<file path="config.mk">
export PLATFORM = sky130hd
export DESIGN_NAME = aescbc_front
export DESIGN_NICKNAME = d
export VERILOG_FILES = /design/src/rtl/core/aescbc_pkg.sv /design/src/rtl/core/aescbc_front.sv
export SDC_FILE = /design/constraint.sdc
export NUM_CORES = 1
export LEC_CHECK = 0
export BUFFER_PORTS_ARGS = -buffer_cell sky130_fd_sc_hd__buf_2
export CAP_MARGIN = 20
export CORE_MARGIN = 10
export CORE_UTILIZATION = 51
export DETAILED_ROUTE_END_ITERATION = 10
export PLACE_DENSITY = 0.76
export SETUP_SLACK_MARGIN = 0.1
export SLEW_MARGIN = 20
export SYNTH_ARGS = -nofsm -noshare
export SYNTH_HDL_FRONTEND = slang
export SYNTH_SLANG_ARGS = --single-unit
</file>
<file path="constraint.sdc">
create_clock -name clk -period 34.8 [get_ports clk]
set_input_delay 3.48 -clock clk [delete_from_list [all_inputs] [get_ports clk]]
set_output_delay 3.48 -clock clk [all_outputs]
set_load 0.02 [all_outputs]
</file>
<file path="src/rtl/core/aescbc_pkg.sv">
// Package: shared types, S-box tables and GF helpers for the AES-128 CBC decryptor.
`timescale 1ns / 1ps
`default_nettype none
package aescbc_pkg;

	localparam logic [1:0] REG_KEY_HIGH = 2'd0;
	localparam logic [1:0] REG_KEY_LOW  = 2'd1;
	localparam logic [1:0] REG_IV_HIGH  = 2'd2;
	localparam logic [1:0] REG_IV_LOW   = 2'd3;

	localparam logic [7:0] RCON_FIRST = 8'h01;
	localparam logic [7:0] RCON_LAST  = 8'h36;
	localparam logic [7:0] GF_POLY    = 8'h1b;
	localparam logic [7:0] GF_MSB     = 8'h80;

	localparam int NumRounds = 10;

	// one classified item travelling from front to back
	typedef struct packed {
		logic [127:0] cipher;
		logic [127:0] feedback;
		logic         last;
	} job_t;

	function automatic logic [7:0] fwd_sbox(input logic [7:0] a);
		logic [7:0] t [256];
		t = '{
		8'h63,8'h7c,8'h77,8'h7b,8'hf2,8'h6b,8'h6f,8'hc5,8'h30,8'h01,8'h67,8'h2b,8'hfe,8'hd7,8'hab,8'h76,
		8'hca,8'h82,8'hc9,8'h7d,8'hfa,8'h59,8'h47,8'hf0,8'had,8'hd4,8'ha2,8'haf,8'h9c,8'ha4,8'h72,8'hc0,
		8'hb7,8'hfd,8'h93,8'h26,8'h36,8'h3f,8'hf7,8'hcc,8'h34,8'ha5,8'he5,8'hf1,8'h71,8'hd8,8'h31,8'h15,
		8'h04,8'hc7,8'h23,8'hc3,8'h18,8'h96,8'h05,8'h9a,8'h07,8'h12,8'h80,8'he2,8'heb,8'h27,8'hb2,8'h75,
		8'h09,8'h83,8'h2c,8'h1a,8'h1b,8'h6e,8'h5a,8'ha0,8'h52,8'h3b,8'hd6,8'hb3,8'h29,8'he3,8'h2f,8'h84,
		8'h53,8'hd1,8'h00,8'hed,8'h20,8'hfc,8'hb1,8'h5b,8'h6a,8'hcb,8'hbe,8'h39,8'h4a,8'h4c,8'h58,8'hcf,
		8'hd0,8'hef,8'haa,8'hfb,8'h43,8'h4d,8'h33,8'h85,8'h45,8'hf9,8'h02,8'h7f,8'h50,8'h3c,8'h9f,8'ha8,
		8'h51,8'ha3,8'h40,8'h8f,8'h92,8'h9d,8'h38,8'hf5,8'hbc,8'hb6,8'hda,8'h21,8'h10,8'hff,8'hf3,8'hd2,
		8'hcd,8'h0c,8'h13,8'hec,8'h5f,8'h97,8'h44,8'h17,8'hc4,8'ha7,8'h7e,8'h3d,8'h64,8'h5d,8'h19,8'h73,
		8'h60,8'h81,8'h4f,8'hdc,8'h22,8'h2a,8'h90,8'h88,8'h46,8'hee,8'hb8,8'h14,8'hde,8'h5e,8'h0b,8'hdb,
		8'he0,8'h32,8'h3a,8'h0a,8'h49,8'h06,8'h24,8'h5c,8'hc2,8'hd3,8'hac,8'h62,8'h91,8'h95,8'he4,8'h79,
		8'he7,8'hc8,8'h37,8'h6d,8'h8d,8'hd5,8'h4e,8'ha9,8'h6c,8'h56,8'hf4,8'hea,8'h65,8'h7a,8'hae,8'h08,
		8'hba,8'h78,8'h25,8'h2e,8'h1c,8'ha6,8'hb4,8'hc6,8'he8,8'hdd,8'h74,8'h1f,8'h4b,8'hbd,8'h8b,8'h8a,
		8'h70,8'h3e,8'hb5,8'h66,8'h48,8'h03,8'hf6,8'h0e,8'h61,8'h35,8'h57,8'hb9,8'h86,8'hc1,8'h1d,8'h9e,
		8'he1,8'hf8,8'h98,8'h11,8'h69,8'hd9,8'h8e,8'h94,8'h9b,8'h1e,8'h87,8'he9,8'hce,8'h55,8'h28,8'hdf,
		8'h8c,8'ha1,8'h89,8'h0d,8'hbf,8'he6,8'h42,8'h68,8'h41,8'h99,8'h2d,8'h0f,8'hb0,8'h54,8'hbb,8'h16};
		return t[a];
	endfunction

	function automatic logic [7:0] inv_sbox(input logic [7:0] a);
		logic [7:0] t [256];
		t = '{
		8'h52,8'h09,8'h6a,8'hd5,8'h30,8'h36,8'ha5,8'h38,8'hbf,8'h40,8'ha3,8'h9e,8'h81,8'hf3,8'hd7,8'hfb,
		8'h7c,8'he3,8'h39,8'h82,8'h9b,8'h2f,8'hff,8'h87,8'h34,8'h8e,8'h43,8'h44,8'hc4,8'hde,8'he9,8'hcb,
		8'h54,8'h7b,8'h94,8'h32,8'ha6,8'hc2,8'h23,8'h3d,8'hee,8'h4c,8'h95,8'h0b,8'h42,8'hfa,8'hc3,8'h4e,
		8'h08,8'h2e,8'ha1,8'h66,8'h28,8'hd9,8'h24,8'hb2,8'h76,8'h5b,8'ha2,8'h49,8'h6d,8'h8b,8'hd1,8'h25,
		8'h72,8'hf8,8'hf6,8'h64,8'h86,8'h68,8'h98,8'h16,8'hd4,8'ha4,8'h5c,8'hcc,8'h5d,8'h65,8'hb6,8'h92,
		8'h6c,8'h70,8'h48,8'h50,8'hfd,8'hed,8'hb9,8'hda,8'h5e,8'h15,8'h46,8'h57,8'ha7,8'h8d,8'h9d,8'h84,
		8'h90,8'hd8,8'hab,8'h00,8'h8c,8'hbc,8'hd3,8'h0a,8'hf7,8'he4,8'h58,8'h05,8'hb8,8'hb3,8'h45,8'h06,
		8'hd0,8'h2c,8'h1e,8'h8f,8'hca,8'h3f,8'h0f,8'h02,8'hc1,8'haf,8'hbd,8'h03,8'h01,8'h13,8'h8a,8'h6b,
		8'h3a,8'h91,8'h11,8'h41,8'h4f,8'h67,8'hdc,8'hea,8'h97,8'hf2,8'hcf,8'hce,8'hf0,8'hb4,8'he6,8'h73,
		8'h96,8'hac,8'h74,8'h22,8'he7,8'had,8'h35,8'h85,8'he2,8'hf9,8'h37,8'he8,8'h1c,8'h75,8'hdf,8'h6e,
		8'h47,8'hf1,8'h1a,8'h71,8'h1d,8'h29,8'hc5,8'h89,8'h6f,8'hb7,8'h62,8'h0e,8'haa,8'h18,8'hbe,8'h1b,
		8'hfc,8'h56,8'h3e,8'h4b,8'hc6,8'hd2,8'h79,8'h20,8'h9a,8'hdb,8'hc0,8'hfe,8'h78,8'hcd,8'h5a,8'hf4,
		8'h1f,8'hdd,8'ha8,8'h33,8'h88,8'h07,8'hc7,8'h31,8'hb1,8'h12,8'h10,8'h59,8'h27,8'h80,8'hec,8'h5f,
		8'h60,8'h51,8'h7f,8'ha9,8'h19,8'hb5,8'h4a,8'h0d,8'h2d,8'he5,8'h7a,8'h9f,8'h93,8'hc9,8'h9c,8'hef,
		8'ha0,8'he0,8'h3b,8'h4d,8'hae,8'h2a,8'hf5,8'hb0,8'hc8,8'heb,8'hbb,8'h3c,8'h83,8'h53,8'h99,8'h61,
		8'h17,8'h2b,8'h04,8'h7e,8'hba,8'h77,8'hd6,8'h26,8'he1,8'h69,8'h14,8'h63,8'h55,8'h21,8'h0c,8'h7d};
		return t[a];
	endfunction

	function automatic logic [7:0] xtime(input logic [7:0] a);
		return {a[6:0], 1'b0} ^ (((a & GF_MSB) != 8'h00) ? GF_POLY : 8'h00);
	endfunction

endpackage
`default_nettype wire

</file>
<file path="src/rtl/core/aescbc_front.sv">
// Front end: holds config, chains feedback, queues classified jobs.
`timescale 1ns / 1ps
`default_nettype none
module aescbc_front (
	input  wire logic               clk,
	input  wire logic               arst_n,
	input  wire logic               cfg_valid,
	input  wire logic [1:0]         cfg_index,
	input  wire logic               cfg_known,
	input  wire logic [63:0]        cfg_data,
	input  wire logic               valid,
	output logic                    stall,
	input  wire logic [63:0]        cipher_high,
	input  wire logic [63:0]        cipher_low,
	input  wire logic               first_block,
	input  wire logic               last_block,
	output logic [127:0]            key,
	output logic                    key_dirty,
	output logic                    job_valid,
	output aescbc_pkg::job_t        job,
	input  wire logic               job_take
);
	logic [127:0] key_q, iv_q, chain_q;
	logic         dirty_q;
	aescbc_pkg::job_t q_mem_q [2];
	logic         wr_q, rd_q;
	logic [1:0]   cnt_q;
	logic         acc;

	assign stall = (cnt_q == 2'd2);
	assign acc = valid && !stall;
	assign key = key_q;
	assign key_dirty = dirty_q;
	assign job_valid = (cnt_q != 2'd0);
	assign job = q_mem_q[rd_q];

	always_ff @(posedge clk or negedge arst_n) begin
		if (!arst_n) begin
			key_q <= '0;
			iv_q <= '0;
			chain_q <= '0;
			dirty_q <= 1'b1;
			wr_q <= 1'b0;
			rd_q <= 1'b0;
			cnt_q <= 2'd0;
		end else begin
			if (cfg_valid && cfg_known) begin
				case (cfg_index)
					aescbc_pkg::REG_KEY_HIGH: begin
						key_q[127:64] <= cfg_data;
						dirty_q <= 1'b1;
					end
					aescbc_pkg::REG_KEY_LOW: begin
						key_q[63:0] <= cfg_data;
						dirty_q <= 1'b1;
					end
					aescbc_pkg::REG_IV_HIGH: iv_q[127:64] <= cfg_data;
					aescbc_pkg::REG_IV_LOW: iv_q[63:0] <= cfg_data;
					default: ;
				endcase
			end
			// back end latches the schedule once it begins expanding
			if (job_take) dirty_q <= 1'b0;
			if (acc) begin
				chain_q <= {cipher_high, cipher_low};
				wr_q <= ~wr_q;
			end
			if (job_take) rd_q <= ~rd_q;
			cnt_q <= cnt_q + 2'(acc) - 2'(job_take);
		end
	end

	always_ff @(posedge clk) begin
		if (acc) begin
			q_mem_q[wr_q].cipher <= {cipher_high, cipher_low};
			q_mem_q[wr_q].feedback <= first_block ? iv_q : chain_q;
			q_mem_q[wr_q].last <= last_block;
		end
	end

	assert property (@(posedge clk) disable iff (!arst_n) cnt_q <= 2'd2)
		else $error("job queue overflow");
	assert property (@(posedge clk) disable iff (!arst_n)
		(cnt_q == 2'd0) |-> !job_take)
		else $error("job taken from empty queue");
	assert property (@(posedge clk) disable iff (!arst_n)
		acc |=> (chain_q == $past({cipher_high, cipher_low})))
		else $error("chain feedback not updated");
endmodule
`default_nettype wire

</file>
Word-level counts from Yosys, hierarchy flattened --
Memories as Yosys holds them, arrays and structs flattened. Cells that the tools add are included.
Storage, ports and cells: output and inout bits 388, bits of input ports 202, flip-flop bits (word level) 389, memories 1, RAM bits 514
Memory list:
- q_mem_q | depth 2, width 257, rd ports 1, clocked after Yosys merged registers in 0, write ports 1, RTL line aescbc_front.sv:25 | aescbc_pkg::job_t q_mem_q [2];
Cells by class: muxes and demuxes 6, reductions and logical operators 13, add/sub/neg operators 2, eq/ne operators 4, bitwise logic cells 2
Operators with widths (number):
- $mux 128 | 1
- $reduce_and 2->1 | 5
- $eq 2x2->1 const B | 3
- $reduce_bool 2->1 | 3
- $mux 1 | 5
- $add 2x1->2 | 1
- $eq 2x1->1 const B | 1
- $logic_and 1x1->1 | 2
- $logic_not 2->1 | 1
- $not 1->1 | 2
- $reduce_or 2->1 | 1
- $sub 2x1->2 | 1
- $logic_not 1->1 | 1

Depth between registers and ports, before layout --
word-level depth 5, depth in mapped cells 9, mapped depth without buffers 7

Worst setup path after synthesis --
No wires, ideal clock.
path type in2reg, start in valid, end mem q_mem_q[0][0] (netlist name) (enable), path slack 19367 ps, cell stages on the path 4, arrival time 14554 ps, library setup time 880 ps, data required time 33920 ps, path through nand2_1 -> buf_2 -> buf_2 -> nor2_1
On the way: word-level cells in the longest chain between the ends 3
Ends and longest elaborated chain:
- start, declared | RTL line aescbc_front.sv:11 | input wire logic valid,
- $logic_and 1x1->1 | RTL line aescbc_front.sv:31 | assign acc = valid && !stall;
- $mux 1 | RTL line aescbc_front.sv:74 | if (acc) begin
- $mux 1 (not written as such) | RTL line aescbc_front.sv:77 | q_mem_q[wr_q].last <= last_block;
- end, declared | RTL line aescbc_front.sv:25
No other way between the ends.

==> out/metrics.yaml <==
worst_setup_path:
  required_ns: 31.32
  cp_top_family: "buffers and inverters"
  endpoint_kind: "output pin"
  critPathArrivalTime_ns: 4.05
  crit_cells: 4
  cp-start-kind: "flip-flop"
  r2r_cells: 4
  crit_type: "reg2out"
  cp_slowest_cell: "dfrtp_4"
  cp_max_fo: 65
  crit_chain: "buf_4 -> buf_4 -> mux2_2 -> buf_2"
  path_common_cell: "buf_4"
  slowest_delay_ns: 1.04
  path_buf_inv: 3
logic_synthesis:
  syn-cell-area_um2: 34720
  yosysTopAreaCellShare_pct: 44.46
  async_flop_share_pct: 43.08
  synth_edf_count: 514
  synth_top_area_cell: "edfxtp_1"
  syn_avg_cell_area_um2: 19.56
  ys_top_cells_by_area: "edfxtp_1, dfrtp_1, mux2_2"
  syn_nets: 1979
  synthFlopType: "edfxtp_1"
  synth_common_cells: "mux2_2, edfxtp_1, dfrtp_1"
  ys_types: 25
  ys_ff_latch: 903
  yosysSeqAreaShare_pct: 72.50
  yosysMostFrequentCell: "mux2_2"
  synth_warnings: 0
  syn_inst: 1775
routing:
  dr.pass1.iters: 4
  via_count: 18390
  drt_iter0_markers: 1280
  final_antenna_net_count: 0
  routed_wl_mm: 85.60
  routedWlPerCell_um: 25.56
  drc: 0
  viasPerCell: 5.490
cells_and_area:
  nNetsFinal: 2601
  drive_gt1_share_pct: 61.38
  fillers: 4814
  areaGrowthSynthToFinish_pct: 19.31
  stdcell_area_um2: 41420
power_and_ir_drop:
  p_clk_share_pct: 26.3
  p_switching_mw: 1.158
  pwr-share-comb_pct: 29.5
  power_density_nw_per_um2: 87.74
  internal_power_mw: 2.476
  power.leakage_nw: 16.75
  power.share.switching_pct: 31.87
  power_frac_seq_pct: 44.2
  ir_drop_uv: 94.47
global_route:
  antenna_found_initial: 10
  grt.total_usage_pct: 21.08
  grt_max_degree: 79
  grt_remaining_overflow: 0
  grt_pass1_vias: 19910
  grt_first_pass_wirelength_mm: 125.8
sta:
  fin_ws_ns: 27.27
  clock.fmax_ghz: 0.1327
  worst_slew_pin_slew_ns: 1.115
  rsz0062_at_grt: "false"
  finClkSkew_ns: 0.02762
  hold_violations: 0
  fin_crit_sh_pct: 21.65
  timing.setup.tns_ns: 0
  hold_ws_ns: 0.4909
  drv_slew: 0
  relSlewSlack_pct: 25.70
  setup_violations: 0
  min_period_ns: 7.535
clock_tree:
  cts_setup_buffers: 0
  post_cts_resized: 0
  htree_levels: 3
  cts_sinks: 903
  cts_root_buf: "clkbuf_16"
  cts_buffer_depth: 3
  cts_hold_buf: 0
  cts_inserted_buffers: 91
  clock_latency_ns: 0.63
  cts_tree: "yes"
  clk_pin_slew_ns: 0.06
floorplan:
  die-width_um: 280.9
  dieArea_um2: 78910
  ios: 590
  rows: 95
  core_um2: 67280
  start_util_pct: 51.61
  die_h_um: 280.9
status:
  status: "finished clean"
place:
  post_dp_cell_area_um2: 38470
  io_buffers: 589
  dp_slack_ns: 27.95
  place_congestion: 0.8205
  place_hpwl_mm: 57.74
hold_path:
  holdPathStages: 1
  hold_path.class: "reg2reg"
job:
  drv_cap: 0
layout make-up:
| cell class | instances | area, um^2 | area share (%) |
|---|---|---|---|
| Inverter | 2 | 7.507 | 0.01812 |
| Antenna cell | 3 | 7.507 | 0.01812 |
| Tap cell | 873 | 1092 | 2.637 |
| Clock buffer | 130 | 2544 | 6.141 |
| Sequential cell | 903 | 25170 | 60.77 |
| Multi-Input combinational cell | 787 | 9062 | 21.88 |
| Timing Repair Buffer | 612 | 3137 | 7.573 |
| Clock inverter | 39 | 397.9 | 0.9606 |
final timing paths:
| path | start | end | slack (ns) |
|---|---|---|---|
| max | rd_q | job[20] | 27.27 |
| min | iv_q[9] | iv_q[9] | 0.49 |
| max reg2reg | cnt_q[1] | q_mem_q[1][64] | 31.18 |
| min reg2reg | iv_q[9] | iv_q[9] | 0.49 |
| max in group asynchronous | arst_n | chain_q[87] | 29.65 |
| min in group asynchronous | arst_n | iv_q[120] | 2.83 |
power groups by stage:
stage	sequential, mW	clock, mW	combinational, mW
4_1_cts	1.61	0.974	1.09
3_5_place_dp	1.62	0	1.08
3_3_place_gp	1.61	0	1.06
2_1_floorplan	1.66	0	0.696
6_report	1.60	0.957	1.07
5_1_grt	1.63	1.02	1.14
stage by stage:
| step | power, mW | instances | utilization [%] |
|---|---|---|---|
| floorplan | 2.354 | 1775 | - |
| global placement | 2.668 | 3177 | 57.19 |
| detailed placement | 2.703 | 3177 | 57.19 |
| CTS | 3.667 | 3346 | 61.56 |
| global route | 3.787 | 3347 | 61.56 |
| finish | 3.634 | 3349 | 61.57 |
registers in the layout, indices dropped and copies added (netlist names):
name       flops
q_mem_q      514
chain_q      128
iv_q         128
key          128
cnt_q          2
key_dirty      1
rd_q           1
wr_q           1
worst reg2reg max path, stage by stage, from the launching register on:
cell and delay [ns]:
dfrtp_1 0.40, nand2b_1 0.18, and3_4 0.81, buf_4 0.84
buf_4 0.98
per-layer routing:
metal  GRT usage [%]  up-vias  routed length [um]
li1                -     7966                   -
met1           26.41     9579               33660
met2           35.17      736               42760
met3           6.477      102                7396
met4           5.611        4                1746
met5               0        -                  40
cells in the final DEF (no fill, tap or decap), types with 6 or more instances in the layout:
cell type | Yosys | routed
buf_2 | 59 | 587
buf_4 | 11 | 23
bufinv_16 | 0 | 6
clkbuf_1 | 5 | 27
clkbuf_16 | 0 | 91
clkbuf_8 | 0 | 12
clkinv_1 | 0 | 9
clkinv_2 | 0 | 16
dfrtp_1 | 388 | 387
edfxtp_1 | 514 | 514
mux2_2 | 704 | 704
mux2_4 | 60 | 60
cells by family (layout without fill, tap and decap cells):
group         count (synthesis)  after routing  share of synthesized area [%]
fa+ha+maj                     2              2                        0.07206
flops                       903            903                          72.50
mux                         769            769                          25.59
simple gates                 12             12                         0.2415
other cells                   0              3                              0
buf+inv                      85            783                          1.499
xor+xnor                      4              4                         0.1009
Note: power is estimated with default switching activity, not from simulation.
